$ cat src/spcc_pkg.sv
package spcc_pkg;

	localparam int RAD_W  = 64;
	localparam int ROOT_W = 32;
	localparam int NUM_W  = 64;
	localparam int DEN_W  = 32;

	localparam logic signed [63:0] SAT_LIM = 64'sd2147483647;
	localparam logic [63:0] U_CAP = 64'd1 << 50;

	typedef enum logic [2:0] {
		CFG_OWN_INDEX   = 3'd0,
		CFG_DRONE_COUNT = 3'd1,
		CFG_CLEARANCE   = 3'd2,
		CFG_SEG_TOL     = 3'd3,
		CFG_MIN_SPEED   = 3'd4
	} cfg_reg_t;

	function automatic logic signed [31:0] sat_val(input logic signed [63:0] x);
		logic signed [31:0] r;
		if (x > SAT_LIM) begin
			r = SAT_LIM[31:0];
		end else if (x < -SAT_LIM) begin
			r = -SAT_LIM[31:0];
		end else begin
			r = x[31:0];
		end
		return r;
	endfunction

endpackage

$ cat src/spcc_sqrt.sv
module spcc_sqrt (
	input  logic                      clk,
	input  logic                      arst_n,
	input  logic                      start,
	input  logic [spcc_pkg::RAD_W-1:0]  radicand,
	output logic                      done,
	output logic [spcc_pkg::ROOT_W-1:0] root
);
	import spcc_pkg::*;

	localparam int CNT_W = $clog2(ROOT_W);

	logic [RAD_W-1:0]  rad_q;
	logic [ROOT_W:0]   rem_q;
	logic [ROOT_W-1:0] root_q;
	logic [CNT_W-1:0]  cnt_q;
	logic              busy_q;
	logic              done_q;
	logic [ROOT_W+2:0] rem_sh;
	logic [ROOT_W+2:0] trial;
	logic              ge;

	assign rem_sh = {rem_q, rad_q[RAD_W-1 -: 2]};
	assign trial  = {1'b0, root_q, 2'b01};
	assign ge     = rem_sh >= trial;
	assign done   = done_q;
	assign root   = root_q;

	always_ff @(posedge clk or negedge arst_n) begin
		if (!arst_n) begin
			busy_q <= 1'b0;
			done_q <= 1'b0;
			cnt_q  <= '0;
		end else begin
			done_q <= 1'b0;
			if (start) begin
				busy_q <= 1'b1;
				cnt_q  <= '0;
			end else if (busy_q) begin
				cnt_q <= cnt_q + 1'b1;
				if (cnt_q == CNT_W'(ROOT_W - 1)) begin
					busy_q <= 1'b0;
					done_q <= 1'b1;
				end
			end
		end
	end

	always_ff @(posedge clk) begin
		if (start) begin
			rad_q  <= radicand;
			rem_q  <= '0;
			root_q <= '0;
		end else if (busy_q) begin
			rad_q  <= rad_q << 2;
			rem_q  <= (ROOT_W+1)'(ge ? rem_sh - trial : rem_sh);
			root_q <= {root_q[ROOT_W-2:0], ge};
		end
	end

endmodule

$ cat config.mk
export PLATFORM = sky130hd
export DESIGN_NAME = spcc_sqrt
export DESIGN_NICKNAME = d
export VERILOG_FILES = /design/src/spcc_pkg.sv /design/src/spcc_sqrt.sv
export SDC_FILE = /design/constraint.sdc
export NUM_CORES = 1
export LEC_CHECK = 0
export BUFFER_PORTS_ARGS = -buffer_cell sky130_fd_sc_hd__buf_2
export CAP_MARGIN = 25
export CELL_PAD_IN_SITES_DETAIL_PLACEMENT = 1
export CELL_PAD_IN_SITES_GLOBAL_PLACEMENT = 2
export CORE_AREA = 2 2 164 166
export CTS_BUF_LIST = sky130_fd_sc_hd__clkbuf_8 sky130_fd_sc_hd__clkbuf_16
export DETAILED_ROUTE_END_ITERATION = 10
export DIE_AREA = 0 0 166 168
export HOLD_SLACK_MARGIN = 0.03
export PLACE_DENSITY_LB_ADDON = 0.1
export SYNTH_ARGS = -nofsm -noshare
export SYNTH_HDL_FRONTEND = slang
export SYNTH_SLANG_ARGS = --single-unit
$ cat constraint.sdc
create_clock -name clk -period 4.3 [get_ports clk]
set_clock_uncertainty 0.05 [all_clocks]
set_input_delay 0.86 -clock clk [delete_from_list [all_inputs] [get_ports clk]]
set_output_delay 0.86 -clock clk [all_outputs]
set_load 0.005 [all_outputs]
# == Word-level counts from Yosys, hierarchy flattened ==
# Index checks and enable logic that the tools add are counted.
# totals
reg_bits,136
input_bits,67
output_inout_bits,33
elab_cells,22
# op_classes
n_addsub,2
n_lt_le_gt_ge,1
eq_ne,1
n_mux,11
n_reduce_logical,1
# ops
operator,n
$mux W64,2
$ge A35 B34 Y1,1
$mux W33,1
$sub A33 B33 Y33,1
$mux W5,2
$mux W1,6
$add A5 B1 Y5 const B,1
$eq A5 B5 Y1 const B,1
$reduce_bool A2 Y1,1

# == Depth between registers and ports, before layout ==
# logic_depth
word_depth,4
depth_mapped,12
depth_no_buf,10

# == Worst setup path after synthesis ==
# Ideal clock, no wire load.
# synth_timing
path_type,input to register
start,input port start
end,register rem_q[26]
setup_ns,0.117
t_arrival_ns,2.748
required_time_ns,4.133
setup_slack_ns,1.385
stages,5
n_path_buf,1
path_cell_list,clkbuf_1 nor2_1 inv_1 o32a_1 o21ai_1
# synth_lines
item,line_no,rtl
"start, declared",spcc_sqrt.sv:4,"input logic start,"
"end signal, assigned",spcc_sqrt.sv:56,rem_q <= (ROOT_W+1)'(ge ? rem_sh - trial : rem_sh);
"end, declared",spcc_sqrt.sv:14,logic [ROOT_W:0] rem_q;

# == Final worst setup path ==
# layout_timing
start,"register root_q[13], in the netlist root[13]"
end,register rem_q[15]
# layout_via
elab_chain_len,2
word_cells_on_any_way,3
classes_between,1 x add/sub; 1 x order compare; 1 x mux
# layout_lines
item,line_no,rtl
"start, declared",spcc_sqrt.sv:15,logic [ROOT_W-1:0] root_q;
"start signal, assigned",spcc_sqrt.sv:57,"root_q <= {root_q[ROOT_W-2:0], ge};"
$sub A33 B33 Y33 / $ge A35 B34 Y1 (equally long branches),"spcc_sqrt.sv:56, spcc_sqrt.sv:25",
$mux W33 *,spcc_sqrt.sv:56,
# Mark *: on every way between the ends. The rest lies on a longest branch, timed or not.
# A chain may end at the register's enable or synchronous reset.

==> reports/metrics.cfg <==
[finish]
num_antenna_cells=0
layout-drive-gt1-share_pct=26.2
n_fill_cell=2970
stdcell_count=1178
mostFrequentLayoutCells=buf_2 (98), nor2_1 (84), dfxtp_1 (65)
final_common_cell=buf_2
finalNetCount=927
area_growth_pct=17.4

[cts]
cts_setup_buffers=0
clock-sinks=136
htreeDepth=4
cts_buffers=17
ctsHoldBuffers=0
cts-resized-gates=0
cts_buffer_depth=2
cts.clk_slew.worst_paths_ps=70
insertion_delay_ps=430
cts_tree=yes
cts_root_buf=clkbuf_16

[timing]
fin_crit_sh_pct=80.2
tightest_slew_ps=892
fmaxAchievable_ghz=0.290
tns_ps=0
hold_viol=0
rsz0062_at_grt=no
slew_violations=0
slew_headroom_pct=40.3
setup_viol=0
fin_crit_ps=3450

[floorplanning]
die_w_um=166
io_pins=100
core_um2=26400
die_y_um=168
num_rows=60
initial_core_util_pct=29.2
design.die.area_um2=27900

[detailed_routing]
vias=5723
wl_per_cell_um=17.0
finalWirelength_um=20000
first_pass_iters=4
drc=0
vias_per_cell=4.86
ant_nets=0
drtIter0Drc=194

[outcome]
status=complete, no violations

[critical_path]
crit_path_end_kind=register
crit_start=root[13]$_SDFFE_PP0P_
critPathMaxFanout=23
cp.required_ps=4510
crit_end=rem_q[15]$_SDFFE_PP0P_
arrival_ps=3660
rr_startpoint=root[13]$_SDFFE_PP0P_
r2r_slack_ps=850
critPathKind=reg -> reg
reg2reg_to=rem_q[15]$_SDFFE_PP0P_
cp-start-kind=register
r2r_cells=10

[logic_synthesis]
synth-seq-cells=136
synth_fa_ha_area_share_pct=5.85
syn_avg_cell_area_um2=10.4
synth_top_family_by_area=multiplexers
synthSimpleGateAreaFrac_pct=11.5
ys_async_sr_fraction_pct=5.15
synth-xor-area-share_pct=3.41
muxShareOfSynthArea_pct=16.6
netlist_area_um2=7700
synth_nets=844
yosysUniqueCellTypes=73
yosysWarnings=0
synth_compound_area_share_pct=13.5
synth_cells=741
synth_ff_type=dfxtp_1
synth_edf_count=64
ys_seq_area_share_pct=44.1

[global_route]
grt_pass1_vias=6230
grt_overflow_total=0
grt_pass1_wl_um=33100
antenna_found_initial=1
grt_max_degree=73
grt_use_total_pct=14.7

[power]
power_leakage_nw=3.96
power_density_nw_per_um2=673
peakVddDrop_mv=0.296

[hold_path]
min_path_type=in -> async

[place]
dp.cells=1146
gp_congestion=0.764
port_buffers=99
dp_hpwl_um=14200

[run]
max_cap_viol_count=0

## synthesized netlist by cell type, types with 6 or more instances
library cell   n  area share (%)
a211oi_1      23             2.2
nand3_1        9            0.59
a21o_1         8            0.78
xnor2_1       16             1.8
mux2_2        63             9.2
nor2_1        84             4.1
nand4_1        7            0.57
xor2_1        14             1.6
nor3_1        13            0.85
inv_1         44             2.1
nand2_1       45             2.2
clkbuf_1      23             1.1
o211ai_1       6            0.59
dfrtp_1        7             2.3
edfxtp_1      64              25
o21ai_0       24             1.6
mux2i_1       57             7.4
ha_1          36             5.9
dfxtp_1       65              17
buf_1          6            0.29
nand2b_1       6            0.49
a21oi_1       30             2.0
## final cells by class
class,instances,area [um^2],share of cell area (%)
Clock inverter,15,135,1.50
Timing Repair Buffer,104,561,6.20
Tap cell,341,427,4.72
Inverter,44,165,1.83
Clock buffer,17,425,4.71
Sequential cell,136,3400,37.7
Multi-Input combinational cell,521,3920,43.4
## layer usage
metal | GRT usage [%] | share of wire (%)
met5 | 0 | 0.095
met4 | 4.35 | 1.2
met3 | 3.74 | 4.6
met2 | 24.5 | 46
met1 | 18.9 | 48
## how the worst min path moves through the flow
| stage | to | cells after the start | start |
|---|---|---|---|
| after floorplan | rem_q[0]$_SDFFE_PP0P_ | 2 | rem_q[0]$_SDFFE_PP0P_ |
| after global placement | rem_q[25]$_SDFFE_PP0P_ | 2 | rem_q[25]$_SDFFE_PP0P_ |
| after detailed placement | rem_q[25]$_SDFFE_PP0P_ | 2 | rem_q[25]$_SDFFE_PP0P_ |
| after CTS | done$_DFF_PN0_ | 1 | arst_n |
| after global routing | cnt_q[2]$_DFFE_PN0P_ | 1 | arst_n |
| final | done$_DFF_PN0_ | 1 | arst_n |
## metrics by stage
step	hold WS [ps]	util, %	power [mW]	area (um^2)	setup WS [ps]
after detailed placement	442	32.2	4.67	8470	808
after global routing	195	34.3	6.53	9030	551
final	200	34.3	6.08	9030	852
after global placement	434	32.2	4.66	8470	923
after CTS	194	34.3	6.18	9030	780
after floorplan	400	-	4.03	7700	1380
## flip-flops by register name, indices dropped and copies added, names as in the netlist
signal and count:
cnt_q 5, rem_q 33, root 32, done 1, busy_q 1, rad_q 64
## worst max-delay path, cell delays in order (launching register included)
cell and delay, ps:
dfxtp_1 380, inv_1 80, ha_1 510, nand4_2 170
or3_4 430, o211ai_4 260, a31oi_4 160, o21bai_4 660
buf_12 280, mux2i_1 210, a211oi_1 90
## kinds of logic (layout without fill, tap and decap cells)
logic type | count (synthesis) | after routing
AND/OR/NAND/NOR | 190 | 190
AO/OA/AOI/OAI | 145 | 145
flip-flops | 136 | 136
multiplexers | 120 | 120
buffers and inverters | 84 | 180
adder cells (fa/ha/maj) | 36 | 36
XOR/XNOR | 30 | 30
## power by group
group / total [mW] / switching, mW / internal [mW]
Combinational: 2.96 / 1.68 / 1.28
Clock: 1.45 / 0.688 / 0.762
Sequential: 1.67 / 0.117 / 1.56
Note: power is estimated with default switching activity, not from simulation.
