$ cat src/spcc_pkg.sv
package spcc_pkg;

	localparam int RAD_W  = 64;
	localparam int ROOT_W = 32;
	localparam int NUM_W  = 64;
	localparam int DEN_W  = 32;

	localparam logic signed [63:0] SAT_LIM = 64'sd2147483647;
	localparam logic [63:0] U_CAP = 64'd1 << 50;

	typedef enum logic [2:0] {
		CFG_OWN_INDEX   = 3'd0,
		CFG_DRONE_COUNT = 3'd1,
		CFG_CLEARANCE   = 3'd2,
		CFG_SEG_TOL     = 3'd3,
		CFG_MIN_SPEED   = 3'd4
	} cfg_reg_t;

	function automatic logic signed [31:0] sat_val(input logic signed [63:0] x);
		logic signed [31:0] r;
		if (x > SAT_LIM) begin
			r = SAT_LIM[31:0];
		end else if (x < -SAT_LIM) begin
			r = -SAT_LIM[31:0];
		end else begin
			r = x[31:0];
		end
		return r;
	endfunction

endpackage

$ cat src/spcc_div.sv
module spcc_div (
	input  logic                      clk,
	input  logic                      arst_n,
	input  logic                      start,
	input  logic [spcc_pkg::NUM_W-1:0] dividend,
	input  logic [spcc_pkg::DEN_W-1:0] divisor,
	output logic                      done,
	output logic [spcc_pkg::NUM_W-1:0] quotient
);
	import spcc_pkg::*;

	localparam int CNT_W = $clog2(NUM_W);

	logic [NUM_W-1:0] num_q;
	logic [NUM_W-1:0] quo_q;
	logic [DEN_W-1:0] den_q;
	logic [DEN_W-1:0] rem_q;
	logic [CNT_W-1:0] cnt_q;
	logic             busy_q;
	logic             done_q;
	logic [DEN_W:0]   rem_sh;
	logic             ge;

	assign rem_sh   = {rem_q, num_q[NUM_W-1]};
	assign ge       = rem_sh >= {1'b0, den_q};
	assign done     = done_q;
	assign quotient = quo_q;

	always_ff @(posedge clk or negedge arst_n) begin
		if (!arst_n) begin
			busy_q <= 1'b0;
			done_q <= 1'b0;
			cnt_q  <= '0;
		end else begin
			done_q <= 1'b0;
			if (start) begin
				busy_q <= 1'b1;
				cnt_q  <= '0;
			end else if (busy_q) begin
				cnt_q <= cnt_q + 1'b1;
				if (cnt_q == CNT_W'(NUM_W - 1)) begin
					busy_q <= 1'b0;
					done_q <= 1'b1;
				end
			end
		end
	end

	always_ff @(posedge clk) begin
		if (start) begin
			num_q <= dividend;
			den_q <= divisor;
			rem_q <= '0;
			quo_q <= '0;
		end else if (busy_q) begin
			num_q <= num_q << 1;
			rem_q <= DEN_W'(ge ? rem_sh - {1'b0, den_q} : rem_sh);
			quo_q <= {quo_q[NUM_W-2:0], ge};
		end
	end

endmodule

$ cat config.mk
export PLATFORM = sky130hd
export DESIGN_NAME = spcc_div
export DESIGN_NICKNAME = d
export VERILOG_FILES = /design/src/spcc_pkg.sv /design/src/spcc_div.sv
export SDC_FILE = /design/constraint.sdc
export NUM_CORES = 1
export LEC_CHECK = 0
export BUFFER_PORTS_ARGS = -buffer_cell sky130_fd_sc_hd__buf_2
export CELL_PAD_IN_SITES_DETAIL_PLACEMENT = 1
export CELL_PAD_IN_SITES_GLOBAL_PLACEMENT = 2
export CORE_MARGIN = 4
export CORE_UTILIZATION = 39
export CTS_CLUSTER_SIZE = 20
export DETAILED_ROUTE_END_ITERATION = 16
export GPL_TIMING_DRIVEN = 0
export PLACE_DENSITY = 0.83
export REMOVE_ABC_BUFFERS = 1
export SLEW_MARGIN = 20
export SYNTH_ARGS = -nofsm -noshare
export SYNTH_HDL_FRONTEND = slang
export SYNTH_SLANG_ARGS = --single-unit
$ cat constraint.sdc
create_clock -name clk -period 4.9 [get_ports clk]
set_input_delay 0.245 -clock clk [delete_from_list [all_inputs] [get_ports clk]]
set_output_delay 0.245 -clock clk [all_outputs]
set_load 0.01 [all_outputs]
After elaboration in Yosys (flattened, before gate mapping):

Index checks and enable logic that the tools add are counted.

* bits of input ports: 99
* flip-flop bits (word level): 200
* output and inout bits: 65

* $add $sub $neg: 2
* muxes and demuxes: 11
* reduce and logical (&&, ||, !) cells: 1
* equal/unequal tests: 1
* order comparisons: 1

Operator list (number)
* $mux 64: 2
* $ge 33x32->1: 1
* $mux 32: 1
* $sub 32x32->32: 1
* $mux 6: 2
* $add 6x1->6 const B: 1
* $eq 6x6->1 const B: 1
* $mux 1: 6
* $reduce_bool 2->1: 1

Depth between registers and ports, before layout:

* word-level depth: 4
* gate-level depth with buffers: 13
* mapped depth without buffers: 12

Worst setup path before layout:

Ideal clock, no wire load.

* path type: register to register
* start: register den_q[10]
* end: register rem_q[13]
* cell stages (with the launch flop): 12
* path slack: 2.050 ns
* arrival: 2.759 ns
* required time: 4.809 ns
* cells stage by stage: edfxtp_1 > inv_1 > ha_1 > nand2_2 > nor4_1 > a21bo_2 > a211oi_2 > o21ai_2 > o31a_4 > o21a_4 > or3b_1 > a311oi_1

* word-level cells in the longest chain between the ends: 2
* elaborated cells on any way between the ends: 3
* classes of those cells: add/sub: 1; order compare: 1; mux: 1

RTL lines
* start, declared: RTL line spcc_div.sv:16 `logic [DEN_W-1:0] den_q;`
* start signal, assigned: RTL line spcc_div.sv:52 `den_q <= divisor;`
* $sub 32x32->32 / $ge 33x32->1 (equally long branches): RTL line spcc_div.sv:57, spcc_div.sv:25
* $mux 32 (*): RTL line spcc_div.sv:57 `rem_q <= DEN_W'(ge ? rem_sh - {1'b0, den_q} : rem_sh);`
* end signal, assigned: RTL line spcc_div.sv:57
* end, declared: RTL line spcc_div.sv:17 `logic [DEN_W-1:0] rem_q;`

Mark *: on every way between the ends. The rest lies on a longest branch, timed or not.
A chain may end at the register's enable or synchronous reset.

Worst setup path in the final report:

* start: register den_q[6]
* end: register rem_q[3]

* word-level cells in the longest chain between the ends: 2

RTL lines
* $ge 33x32->1: RTL line spcc_div.sv:25 `assign ge = rem_sh >= {1'b0, den_q};`
* $mux 32: RTL line spcc_div.sv:57

No other way between the ends.

==> results.md <==
- Hold slack final: 0.0730 ns
- Final Hold Viols: 0
- Arrival time worst endpoint: 4.01 ns
- FF-to-FF End: rem_q[3]$_SDFFE_PP0P_
- Sw Share: 31.0%
- Reg power frac: 45.4%
- DRT Wirelength: 22600 µm
- WS Path Type: reg -> reg
- Slowest stage delay, CP: 0.67 ns
- Syn avg cell area: 10.9 µm²
- Fraction of layout cells with a size suffix above 1: 26.0%
- Sink Count: 200
- Post-Route Setup TNS: 0 ns
- CTS root buffer: clkbuf_16
- Slowest CP cell: o21ai_4
- Die width: 163 µm
- Dpl ws: 1.25 ns
- Final #Nets: 1166
- Total core area: 23600 µm²
- Total GRT Usage: 17.3%
- CTS tree: yes
- DR WL/cell: 16.5 µm
- Routed wl met2: 11000 µm
- IO Port Bufs: 163
- Critical Path End Type: flop
- Vias/cell: 5.08
- Synth Flop Type: edfxtp_1
- Max-slew violations: 0
- Initial Util: 39.8%
- Highest routed layer: met5
- Num CTS Buffers: 17
- Max Clock Freq: 273 MHz
- Worst-path maximum fanout: 28
- Mapped Cells: 860
- Worst-Margin Slew: 0.817 ns
- Worst-case clock buffer depth: 2
- Skew final: 0.0173 ns
- Routability cong.: 0.786
- Worst min path class: in -> reg
- Clk pin slew, worst setup/hold paths: 0.09 ns
- CP Cell Sequence: inv_1, ha_1, nand2_1, nor4_1, a21bo_2, a211oi_2, o21ai_2, o31a_4, o21ai_4, o21ai_0, a311oi_1
- Flops & latches, synth: 200
- Setup violations, final: 0
- Leakage: 5.32 nW
- Hold path startpoint: dividend[0]
- Startpoint types: flop
- Post-route clock period utilization: 74.7%
- Initial antenna violation count: 5
- Yosys top cell area share: 30.7%
- Clk_lat worst skew: 0.45 ns
- Hold Crit Endpoint: num_q[0]$_SDFFCE_PN0P_
- R2R Setup Slk: 1.24 ns
- Die area: 26600 µm²
- Total DRC errors in the routed layout: 0
- Number of synthesized flops with an enable pin: 96
- Fillers: 2622
- Delay-heaviest family, CP: compound AO/OA/AOI/OAI gates
- WP data required: 5.25 ns
- Setup ws final: 1.24 ns
- Seq/Total Area, Yosys: 53.3%
- Vias in the first global route: 7522
- Area delta synth->final: 22.5%
- DR pass1 iterations: 4
- Worst R2R Start: den_q[6]$_DFFE_PP_
- First DRT Iteration DRCs: 285
- Io pins: 164
- Yosys warnings: 0
- RSZ-0062 raised after global routing: false
- Max_cap viols: 0
- Global route overflow: 0
- Minimum clock period: 3.66 ns
- Power share of the combinational group: 21.1%
- Hold Crit Depth: 2
- Vias post-DR: 6951
- H-tree levels: 4
- PwrDens: 378 nW/µm²
- Post-route ant nets: 0
- Synth async-reset ratio: 4.00%
- Post-DP HPWL: 15600 µm
- R2R depth: 11
- # rows: 56
- Mapped cell area: 9390 µm²
- Internal power: 3.00 mW
- Wire length on met3: 1700 µm
- Relative slew slack: 45.3%
- Netlist cell types: 52
- Sw Pwr: 1.35 mW
- Die H: 163 µm
- Leading post-synthesis cells by cell area: edfxtp_1, dfxtp_1, mux2_2
- Clock power frac: 33.4%
- Pin count of the biggest net entering global routing: 109
- Crit path buf inv count: 1
- Wl on met1: 9650 µm
- Global-route wire length before repair: 37400 µm
- Leading area contributor after synthesis: edfxtp_1
- Setup bufs post-CTS: 0
- Outcome: finished clean
- Peak VDD IR: 183 µV
-- area by class of cell --
| class | instances | area [µm²] | share of cell area, % |
|---|---|---|---|
| timing repair buffer | 200 | 1250 | 10.9 |
| inverter | 38 | 145 | 1.26 |
| sequential | 200 | 5010 | 43.5 |
| clock inverter | 14 | 190 | 1.65 |
| tap | 319 | 399 | 3.47 |
| antenna | 3 | 7.51 | 0.0653 |
| clock buffer | 18 | 429 | 3.73 |
| multi-input combinational | 576 | 4070 | 35.4 |
-- stage by stage --
step           power, mW  cell area [µm²]  utilization, %  cells
2_1_floorplan       2.64             9220               -    814
6_report            4.35            11500            48.7   1368
4_1_cts             4.42            11500            48.7   1365
5_1_grt             4.62            11500            48.7   1367
3_3_place_gp        2.91            10400            44.2   1296
3_5_place_dp        2.92            10500            44.7   1300
-- worst max path at each step --
stage | startpoint | end | slack (ns) | cells past startpoint
floorplan | busy_q$_DFF_PN0_ | num_q[0]$_SDFFCE_PN0P_ | -0.65 | 2
global placement | busy_q$_DFF_PN0_ | num_q[38]$_DFFE_PP_ | -3.44 | 2
detailed placement | den_q[6]$_DFFE_PP_ | rem_q[3]$_SDFFE_PP0P_ | 1.25 | 11
CTS | den_q[6]$_DFFE_PP_ | rem_q[3]$_SDFFE_PP0P_ | 1.19 | 11
global route | den_q[6]$_DFFE_PP_ | rem_q[3]$_SDFFE_PP0P_ | 0.95 | 11
finish | den_q[6]$_DFFE_PP_ | rem_q[3]$_SDFFE_PP0P_ | 1.24 | 11
-- synth_stat cells (all sizes together), types with 2 or more instances --
| master | instances |
|---|---|
| dfxtp | 96 |
| o221ai | 3 |
| nand4 | 10 |
| o21bai | 4 |
| mux2i | 66 |
| buf | 10 |
| a31oi | 6 |
| a32oi | 4 |
| a311oi | 20 |
| clkbuf | 36 |
| inv | 38 |
| a211oi | 6 |
| o22ai | 3 |
| o21ai | 26 |
| nand2 | 69 |
| edfxtp | 96 |
| o21a | 7 |
| nand2b | 4 |
| mux2 | 63 |
| and3 | 2 |
| a21o | 10 |
| nor2 | 112 |
| xor2 | 11 |
| and2 | 2 |
| nor3b | 3 |
| or3 | 5 |
| nand3 | 20 |
| dfrtp | 8 |
| o211ai | 5 |
| nor2b | 9 |
| xnor2 | 15 |
| a21oi | 34 |
| nor4 | 3 |
| nand3b | 2 |
| ha | 33 |
| nor3 | 9 |
-- sequential cells by signal, indices dropped and copies added (netlist names) --
name	flops
num_q	64
quotient	64
den_q	32
rem_q	32
cnt_q	6
busy_q	1
done	1
-- cells by family after synthesis --
| logic type | synth area share (%) |
|---|---|
| XOR/XNOR | 2.42 |
| AND/OR/NAND/NOR | 11.7 |
| adder cells (fa/ha/maj) | 4.61 |
| flip-flops | 53.3 |
| buffers and inverters | 3.38 |
| AO/OA/AOI/OAI | 9.99 |
| multiplexers | 14.6 |
-- power by group through the flow --
stage               clock network (mW)  logic (mW)  registers, mW
CTS                               1.51       0.934           1.98
finish                            1.46       0.920           1.98
global route                      1.58        1.05           1.99
detailed placement                   0       0.904           2.01
floorplan                            0       0.654           1.99
global placement                     0       0.894           2.01
-- per-layer routing --
metal  global-route usage [%]  vias to the layer above
met4                     4.04                        4
met3                     7.12                       20
met2                     29.5                      114
met5                        0                        -
li1                         -                     3433
met1                     20.4                     3380
-- cell usage in the layout (no fill, tap or decap), types with 4 or more instances in the layout --
| cell | instances |
|---|---|
| buf_2 | 162 |
| nor2_1 | 111 |
| edfxtp_1 | 96 |
| dfxtp_1 | 96 |
| nand2_1 | 68 |
| mux2i_1 | 66 |
| mux2_2 | 63 |
| inv_1 | 37 |
| a21oi_1 | 34 |
| ha_1 | 33 |
| dlygate4sd3_1 | 33 |
| o21ai_0 | 24 |
| nand3_1 | 20 |
| a311oi_1 | 20 |
| clkbuf_16 | 17 |
| xnor2_1 | 15 |
| xor2_1 | 11 |
| nand4_1 | 10 |
| a21o_1 | 10 |
| nor3_1 | 9 |
| nor2b_1 | 8 |
| dfrtp_1 | 7 |
| o21a_1 | 6 |
| a31oi_1 | 6 |
| clkinv_8 | 6 |
| or3_1 | 5 |
| a211oi_1 | 5 |
| o211ai_1 | 5 |
| o21bai_1 | 4 |
| nand2b_1 | 4 |
| a32oi_1 | 4 |
-- what timing repair did --
| item | 4_1_cts | 5_1_grt |
|---|---|---|
| hold endpoints to repair | 40 | 0 |
| resized for setup | 0 | 0 |
| hold buffers | 33 | 0 |
No activity file was read; power rests on OpenSTA's default activity.
